==> src/rtl/psdb_pkg.sv <==
`default_nettype none
// ----------------------------------------------------------------------------
// psdb_pkg: shared types and tables for the pixel shade/dither/blend block
// Configuration record, register map, blend codes, texel expansion and
// ordered dither tables.
// ----------------------------------------------------------------------------
package psdb_pkg;

  localparam int unsigned ADDR_W   = 5;
  localparam int unsigned DATA_W   = 32;
  localparam int unsigned NUM_CH   = 3;
  localparam logic [15:0] MASK_BIT = 16'h8000;

  typedef enum logic [2:0] {
    REG_MODULATE_ENABLE   = 3'd0,
    REG_DITHER_ENABLE     = 3'd1,
    REG_BLEND_ENABLE      = 3'd2,
    REG_BLEND_MODE        = 3'd3,
    REG_SET_MASK_BIT      = 3'd4,
    REG_MASK_CHECK_ENABLE = 3'd5,
    REG_SPARE6            = 3'd6,
    REG_SPARE7            = 3'd7
  } reg_idx_t;

  typedef enum logic [1:0] {
    BLEND_AVG     = 2'd0,
    BLEND_ADD     = 2'd1,
    BLEND_SUB     = 2'd2,
    BLEND_QUARTER = 2'd3
  } blend_mode_t;

  typedef struct packed {
    logic        modulate_enable;
    logic        dither_enable;
    logic        blend_enable;
    blend_mode_t blend_mode;
    logic        set_mask_bit;
    logic        mask_check_enable;
  } cfg_t;

  // 5-bit texel channel expanded to 8 bits: floor(t * 255 / 31)
  localparam logic [7:0] EXPAND5 [32] = '{
    8'd0,   8'd8,   8'd16,  8'd24,  8'd32,  8'd41,  8'd49,  8'd57,
    8'd65,  8'd74,  8'd82,  8'd90,  8'd98,  8'd106, 8'd115, 8'd123,
    8'd131, 8'd139, 8'd148, 8'd156, 8'd164, 8'd172, 8'd180, 8'd189,
    8'd197, 8'd205, 8'd213, 8'd222, 8'd230, 8'd238, 8'd246, 8'd255
  };

  // ordered 4x4 dither offsets, indexed by {y_phase, x_phase}
  localparam logic signed [3:0] DITHER [16] = '{
    -4'sd4,  4'sd0, -4'sd3,  4'sd1,
     4'sd2, -4'sd2,  4'sd3, -4'sd1,
    -4'sd3,  4'sd1, -4'sd4,  4'sd0,
     4'sd3, -4'sd1,  4'sd2, -4'sd2
  };

endpackage
`default_nettype wire

==> src/rtl/psdb_regs.sv <==
`default_nettype none
// ----------------------------------------------------------------------------
// psdb_regs: configuration register file
// APB-style slave, zero wait states, six control registers at 4*index.
// ----------------------------------------------------------------------------
module psdb_regs import psdb_pkg::*; (
  input  logic              clk,
  input  logic              rst,
  input  logic              psel,
  input  logic              penable,
  input  logic              pwrite,
  input  logic [ADDR_W-1:0] paddr,
  input  logic [DATA_W-1:0] pwdata,
  output logic [DATA_W-1:0] prdata,
  output logic              pready,
  output cfg_t              cfg
);

  reg_idx_t idx;
  logic     wr;

  assign idx    = reg_idx_t'(paddr[ADDR_W-1:2]);
  assign wr     = psel & penable & pwrite;
  assign pready = 1'b1;

  always_ff @(posedge clk) begin
    if (rst) begin
      cfg <= '0;
    end else if (wr) begin
      unique case (idx)
        REG_MODULATE_ENABLE:   cfg.modulate_enable   <= pwdata[0];
        REG_DITHER_ENABLE:     cfg.dither_enable     <= pwdata[0];
        REG_BLEND_ENABLE:      cfg.blend_enable      <= pwdata[0];
        REG_BLEND_MODE:        cfg.blend_mode        <= blend_mode_t'(pwdata[1:0]);
        REG_SET_MASK_BIT:      cfg.set_mask_bit      <= pwdata[0];
        REG_MASK_CHECK_ENABLE: cfg.mask_check_enable <= pwdata[0];
        default: ;
      endcase
    end
  end

  always_comb begin
    prdata = '0;
    unique case (idx)
      REG_MODULATE_ENABLE:   prdata[0]   = cfg.modulate_enable;
      REG_DITHER_ENABLE:     prdata[0]   = cfg.dither_enable;
      REG_BLEND_ENABLE:      prdata[0]   = cfg.blend_enable;
      REG_BLEND_MODE:        prdata[1:0] = cfg.blend_mode;
      REG_SET_MASK_BIT:      prdata[0]   = cfg.set_mask_bit;
      REG_MASK_CHECK_ENABLE: prdata[0]   = cfg.mask_check_enable;
      default:               prdata      = '0;
    endcase
  end

endmodule
`default_nettype wire

==> src/rtl/pixel_shade_dither_blend_top.sv <==
`default_nettype none
// ----------------------------------------------------------------------------
// pixel_shade_dither_blend_top: per-pixel shade, dither and blend back end
// Shades a pixel (texel modulate or expand), adds ordered dither, truncates
// to 5 bits per channel, blends with the frame-buffer pixel and sets mask.
//
//   channel  | ports                                    | handshake
//   ---------+------------------------------------------+--------------------
//   config   | psel penable pwrite paddr pwdata prdata  | APB, pready tied 1
//   item in  | color_r/g/b textured texel back_pixel    | start & !busy
//            | x_phase y_phase                          |
//   item out | write_enable pixel_out                   | done, one cycle
//
// One item per clock; each result is registered in stages 1, 2 and 3.
// Stage 1 does the texel multiply/expand, stage 2 dither and clamp, stage 3
// blend and packing into the output register. busy stays low: the pipeline
// never stalls because the receiver takes every result.
// rst (synchronous) clears the registers and the valid bits; data registers
// are not reset.
// ----------------------------------------------------------------------------
module pixel_shade_dither_blend_top import psdb_pkg::*; (
  input  logic              clk,
  input  logic              rst,
  // configuration
  input  logic              psel,
  input  logic              penable,
  input  logic              pwrite,
  input  logic [ADDR_W-1:0] paddr,
  input  logic [DATA_W-1:0] pwdata,
  output logic [DATA_W-1:0] prdata,
  output logic              pready,
  // item in
  input  logic              start,
  output logic              busy,
  input  logic [7:0]        color_r,
  input  logic [7:0]        color_g,
  input  logic [7:0]        color_b,
  input  logic              textured,
  input  logic [15:0]       texel,
  input  logic [15:0]       back_pixel,
  input  logic [1:0]        x_phase,
  input  logic [1:0]        y_phase,
  // item out
  output logic              done,
  output logic              write_enable,
  output logic [15:0]       pixel_out
);

  cfg_t cfg;

  psdb_regs u_regs (
    .clk     (clk),
    .rst     (rst),
    .psel    (psel),
    .penable (penable),
    .pwrite  (pwrite),
    .paddr   (paddr),
    .pwdata  (pwdata),
    .prdata  (prdata),
    .pready  (pready),
    .cfg     (cfg)
  );

  // the pipeline takes an item every cycle
  assign busy = 1'b0;

  logic accept;
  assign accept = start & ~busy;

  // --------------------------------------------------------------------------
  // Stage 1: shade. Modulate (c*t)>>4 with saturation, or expand the texel.
  // --------------------------------------------------------------------------
  logic [7:0]  col_in [NUM_CH];
  logic [4:0]  tex5   [NUM_CH];
  logic [7:0]  shade  [NUM_CH];
  logic [12:0] prod   [NUM_CH];
  logic        kill_in;
  logic        tmask_in;
  logic        blend_in;

  assign col_in[0] = color_r;
  assign col_in[1] = color_g;
  assign col_in[2] = color_b;

  always_comb begin
    // untextured pixels ignore the texel entirely
    tmask_in = textured & texel[15];
    kill_in  = (cfg.mask_check_enable & back_pixel[15]) | (textured & (texel == '0));
    blend_in = cfg.blend_enable & (~textured | tmask_in);
    for (int i = 0; i < NUM_CH; i++) begin
      tex5[i] = texel[5*i +: 5];
      prod[i] = 13'(col_in[i]) * 13'(tex5[i]);
      if (!textured) begin
        shade[i] = col_in[i];
      end else if (cfg.modulate_enable) begin
        shade[i] = prod[i][12] ? 8'hFF : prod[i][11:4];
      end else begin
        shade[i] = EXPAND5[tex5[i]];
      end
    end
  end

  logic              s1_valid;
  logic [7:0]        s1_col [NUM_CH];
  logic              s1_kill;
  logic              s1_tmask;
  logic              s1_blend;
  logic [14:0]       s1_back;
  logic signed [3:0] s1_off;

  always_ff @(posedge clk) begin
    if (rst) begin
      s1_valid <= 1'b0;
    end else begin
      s1_valid <= accept;
    end
  end

  always_ff @(posedge clk) begin
    if (accept) begin
      s1_col   <= shade;
      s1_kill  <= kill_in;
      s1_tmask <= tmask_in;
      s1_blend <= blend_in;
      s1_back  <= back_pixel[14:0];
      s1_off   <= DITHER[{y_phase, x_phase}];
    end
  end

  // --------------------------------------------------------------------------
  // Stage 2: add the dither offset, clamp to 0..255, drop to 5 bits.
  // --------------------------------------------------------------------------
  logic signed [9:0] dsum  [NUM_CH];
  logic [4:0]        front [NUM_CH];

  always_comb begin
    for (int i = 0; i < NUM_CH; i++) begin
      dsum[i] = $signed({2'b00, s1_col[i]}) + 10'(s1_off);
      if (!cfg.dither_enable) begin
        front[i] = s1_col[i][7:3];
      end else if (dsum[i] < 0) begin
        front[i] = 5'd0;
      end else if (dsum[i] > 10'sd255) begin
        front[i] = 5'h1F;
      end else begin
        front[i] = dsum[i][7:3];
      end
    end
  end

  logic        s2_valid;
  logic [4:0]  s2_front [NUM_CH];
  logic        s2_kill;
  logic        s2_tmask;
  logic        s2_blend;
  logic [14:0] s2_back;

  always_ff @(posedge clk) begin
    if (rst) begin
      s2_valid <= 1'b0;
    end else begin
      s2_valid <= s1_valid;
    end
  end

  always_ff @(posedge clk) begin
    if (s1_valid) begin
      s2_front <= front;
      s2_kill  <= s1_kill;
      s2_tmask <= s1_tmask;
      s2_blend <= s1_blend;
      s2_back  <= s1_back;
    end
  end

  // --------------------------------------------------------------------------
  // Stage 3: blend with the back pixel, pack 1555, apply mask bit.
  // --------------------------------------------------------------------------
  logic [4:0]  bch   [NUM_CH];
  logic [4:0]  mixed [NUM_CH];
  logic [5:0]  sum_f [NUM_CH];
  logic [5:0]  sum_q [NUM_CH];
  logic [15:0] pix;

  always_comb begin
    for (int i = 0; i < NUM_CH; i++) begin
      bch[i]   = s2_back[5*i +: 5];
      sum_f[i] = 6'(bch[i]) + 6'(s2_front[i]);
      sum_q[i] = 6'(bch[i]) + 6'(s2_front[i][4:2]);
      mixed[i] = s2_front[i];
      if (s2_blend) begin
        case (cfg.blend_mode)
          BLEND_AVG:     mixed[i] = sum_f[i][5:1];
          BLEND_ADD:     mixed[i] = sum_f[i][5] ? 5'h1F : sum_f[i][4:0];
          BLEND_SUB:     mixed[i] = (bch[i] > s2_front[i]) ? bch[i] - s2_front[i] : 5'd0;
          BLEND_QUARTER: mixed[i] = sum_q[i][5] ? 5'h1F : sum_q[i][4:0];
          default:       mixed[i] = s2_front[i];
        endcase
      end
    end
    pix = {s2_tmask | cfg.set_mask_bit, mixed[2], mixed[1], mixed[0]};
  end

  always_ff @(posedge clk) begin
    if (rst) begin
      done <= 1'b0;
    end else begin
      done <= s2_valid;
    end
  end

  // suppressed writes report a zero pixel
  always_ff @(posedge clk) begin
    if (s2_valid) begin
      write_enable <= ~s2_kill;
      pixel_out    <= s2_kill ? 16'h0000 : pix;
    end
  end

endmodule
`default_nettype wire

==> config.mk <==
export PLATFORM = sky130hd
export DESIGN_NAME = pixel_shade_dither_blend_top
export DESIGN_NICKNAME = d
export VERILOG_FILES = /design/src/rtl/psdb_pkg.sv /design/src/rtl/psdb_regs.sv /design/src/rtl/pixel_shade_dither_blend_top.sv
export SDC_FILE = /design/constraint.sdc
export NUM_CORES = 1
export LEC_CHECK = 0
export BUFFER_PORTS_ARGS = -buffer_cell sky130_fd_sc_hd__buf_2
export CAP_MARGIN = 10
export CORE_MARGIN = 10
export CORE_UTILIZATION = 50
export DETAILED_ROUTE_END_ITERATION = 7
export GPL_TIMING_DRIVEN = 0
export HOLD_SLACK_MARGIN = 0.05
export PLACE_DENSITY = 0.82
export SYNTH_ARGS = -nofsm -noshare
export SYNTH_HDL_FRONTEND = slang
export SYNTH_HIERARCHICAL = 1
export SYNTH_SLANG_ARGS = --single-unit
==> constraint.sdc <==
create_clock -name clk -period 13.9 [get_ports clk]
set_input_delay 2.085 -clock clk [delete_from_list [all_inputs] [get_ports clk]]
set_output_delay 2.085 -clock clk [all_outputs]
set_load 0.005 [all_outputs]
==> qor.csv <==
stage,metric,value,unit
worst_setup_path,"Slowest-stage cell, CP",fa_1,
timing,Fin Hold WS,0.420,ns
grt,first-pass GRT wire length,44.8,mm
timing,final worst-path cycle share,44.4,%
worst_setup_path,Worst EP arrival,6.25,ns
synth,Yosys cell types,87,
synth,"Seq/Total Area, Yosys",26.7,%
worst_setup_path,CP peak stage delay,0.55,ns
layout,Post-Layout Cell Count,1652,
worst_setup_path,"Req. time, crit path",13.97,ns
worst_setup_path,endpoint class of the critical path,register,
place,input/output buffers,89,
timing,final setup fails,0,
flow_run,max_cap viols,0,
worst_setup_path,Worst Setup Path Type,in -> reg,
synth,Synth area leaders,"edfxtp_1 (25%), ha_1 (13%), fa_1 (11%), inv_1 (4.0%), and2_1 (3.9%)",
floorplanning,core outline area,0.0226,mm²
place,GP Congestion,0.930,
layout,antenna diode count,0,
timing,f_max,162,MHz
layout,fraction of layout cells with a size suffix above 1,12.7,%
power,P_sw,410,µW
clock_network,TritonCTS clock tree,built,
clock_network,PostCTS Resize Cnt,0,
detailed_routing,detailed-route via count,9407,
floorplanning,FP Rows,55,
worst_setup_path,"Critical Path, Cell by Cell","buf_2, clkbuf_1, and2_1, fa_1, fa_1, inv_1, fa_1, inv_1, ha_1, a21oi_1, o21ai_1, or3_1, o21ai_2, xor2_2, a41oi_1",
layout,synthesis-to-finish area growth,10.5,%
power,total power,1.10,mW
synth,Synthesis Warnings,6,
grt,Tot GR Track Use,18.6,%
synth,Synth top area share,24.9,%
detailed_routing,via/cell ratio,5.69,
power,VDD IR-drop max,0.0000511,V
min_path,Worst Hold Class,reg -> reg,
detailed_routing,Pre-antenna DRT Iters,5,
power,Sw Ratio,37.2,%
detailed_routing,DR DRC count,0,
power,clock share of power,22.7,%
floorplanning,Die ar.,0.0294,mm²
floorplanning,num ports,156,
power,power density cells,87.0,mW/mm²
layout,nets,1652,
clock_network,CTS Buffer Depth,2,
synth,"area leader, netlist",edfxtp_1,
synth,Post-synth ARST share,0,%
power,P_leak,5.65,nW
timing,max_slew headroom,28.4,%
synth,mean post-synth cell area,9.29,µm²
layout,design area,0.0127,mm²
synth,Main synth FF type,edfxtp_1,
grt,GRT overflow,0,
clock_network,Hold Buf Count CTS,0,
detailed_routing,wire length per cell,16.7,µm
timing,RSZ-0062 raised after global routing,false,
clock_network,postcts setup bufs,0,
clock_network,CTS sink cnt,105,
grt,largest net degree at the start of global routing,47,
worst_setup_path,CP Max Fanout,10,
synth,Synth top cells by count,"ha_1 (123), inv_1 (121), edfxtp_1 (95), nand2_1 (94), a21oi_1 (79)",
synth,Syn Std Cell Area,0.0114,mm²
synth,Synth Instances,1233,
floorplanning,Die W,171,µm
power,internal power,692,µW
detailed_routing,Final ANT Viol Nets,0,
power,register share of total power,35.1,%
floorplanning,Die Y,171,µm
synth,Post-synth EDFFs,95,
worst_setup_path,CP Launch Type,primary input,
timing,"Hold Vio Cnt, Final",0,
grt,number of global-route vias before repair,9280,
power,Comb pwr share,42.2,%
clock_network,Clock transition at path regs,0.08,ns
status,status,"finished, final reports clean",
grt,initial antenna violation count,0,
place,Inst Count DP,1636,
clock_network,H-tree depth,3,
synth,register bit total from synthesis,105,
synth,leading cell type by number of instances after synthesis,ha_1,
clock_network,root buffer cell,clkbuf_16,
place,"Cell Area, Placed",0.0124,mm²
timing,max-slew violation total from the final report,0,
clock_network,worst skew pair latency,0.36,ns
floorplanning,Initial Utilization,50.7,%
worst_setup_path,CP most frequent cell,fa_1,
detailed_routing,1st-iter DRT viols,663,
detailed_routing,WL final,27.6,mm
timing,fin crit period,6.18,ns
timing,Post-Route Skew,0.0120,ns
timing,Setup TNS,0,ns
clock_network,clock buffer count from CTS,9,
place,hpwl dp,22.2,mm
timing,Tightest Pin Transition,1.07,ns
[stage by stage]
step / utilization [%] / setup WS [ns]
2_1_floorplan: - / 8.05
3_3_place_gp: 54.8 / 7.45
3_5_place_dp: 54.8 / 7.37
4_1_cts: 56.1 / 7.75
5_1_grt: 56.1 / 7.45
6_report: 56.1 / 7.72
[registers in the layout, summed over array words and instances (netlist names)]
register,cells
s2_kill,1
s1_valid,1
s2_valid,1
s1_tmask,1
s1_kill,1
done,1
write_enable,1
s2_back,15
s1_back,15
s1_blend,1
pixel_out,16
u_regs/cfg,7
s2_blend,1
s2_tmask,1
s1_col,24
s2_front,15
s1_off,3
[worst max-delay path: cells and delay by family]
kind	cells	cell delay [ns]
buffers and inverters	4	0.69
XOR/XNOR	1	0.30
AND/OR/NAND/NOR	2	0.56
AO/OA/AOI/OAI	4	0.73
adder cells (fa/ha/maj)	4	1.89
[cells in the final DEF, fill, tap and decap left out, types with 16 or more instances in the layout]
cell	count
ha_1	123
inv_1	121
edfxtp_1	95
nand2_1	94
buf_2	91
a21oi_1	79
and2_1	71
fa_1	63
nor2_1	62
o21ai_0	40
clkbuf_1	34
buf_4	32
conb_1	32
nor2b_1	29
a31oi_1	27
xor2_1	25
xnor2_1	23
nand2b_1	22
a21o_1	22
nand3_1	17
a211oi_1	16
[cells by family after synthesis]
logic type	count (synthesis)	share of synthesized area, %
fa+ha+maj	186	24.5
buf+inv	193	7.46
compound gates	322	19.5
flops	105	26.7
mux	19	1.80
xor+xnor	49	3.81
simple gates	356	16.2
other cells	3	0.0983
[worst paths after layout]
| check | start | to | slack, ns | depth (start not counted) |
|---|---|---|---|---|
| worst min register to register | s1_back[5]$_DFFE_PP_ | s2_back[5]$_DFFE_PP_ | 0.42 | 0 |
| worst max register to register | s1_off[2]$_DFFE_PP_ | s2_front[9]$_DFFE_PP_ | 11.01 | 7 |
| worst max-delay path | texel[3] | s1_col[17]$_DFFE_PP_ | 7.72 | 15 |
| worst min-delay path | s1_back[5]$_DFFE_PP_ | s2_back[5]$_DFFE_PP_ | 0.42 | 0 |
[power by group through the flow]
stage / logic (mW) / registers [mW] / clock network (mW)
after floorplan: 0.360 / 0.386 / 0
after global placement: 0.442 / 0.393 / 0
after detailed placement: 0.457 / 0.393 / 0
after CTS: 0.462 / 0.387 / 0.255
after global routing: 0.525 / 0.389 / 0.268
final: 0.465 / 0.386 / 0.250
[layout make-up]
class,instances,area (µm²)
Tap cell,285,357
Buffer,71,397
Multi-Input combinational cell,964,7650
Clock inverter,7,70.1
Fill cell,2029,9910
Inverter,122,458
Clock buffer,9,225
Sequential cell,105,3050
Timing Repair Buffer,89,445
[routing by layer]
metal,share of wire [%],vias to the layer above,GRT usage [%],wire length (µm)
li1,-,4601,-,-
met1,41,4424,22.6,11400
met2,50,325,33.1,13800
met3,5.9,57,2.27,1640
met4,2.5,0,6.50,687
met5,0,-,0,0
Note: power is estimated with default switching activity, not from simulation.
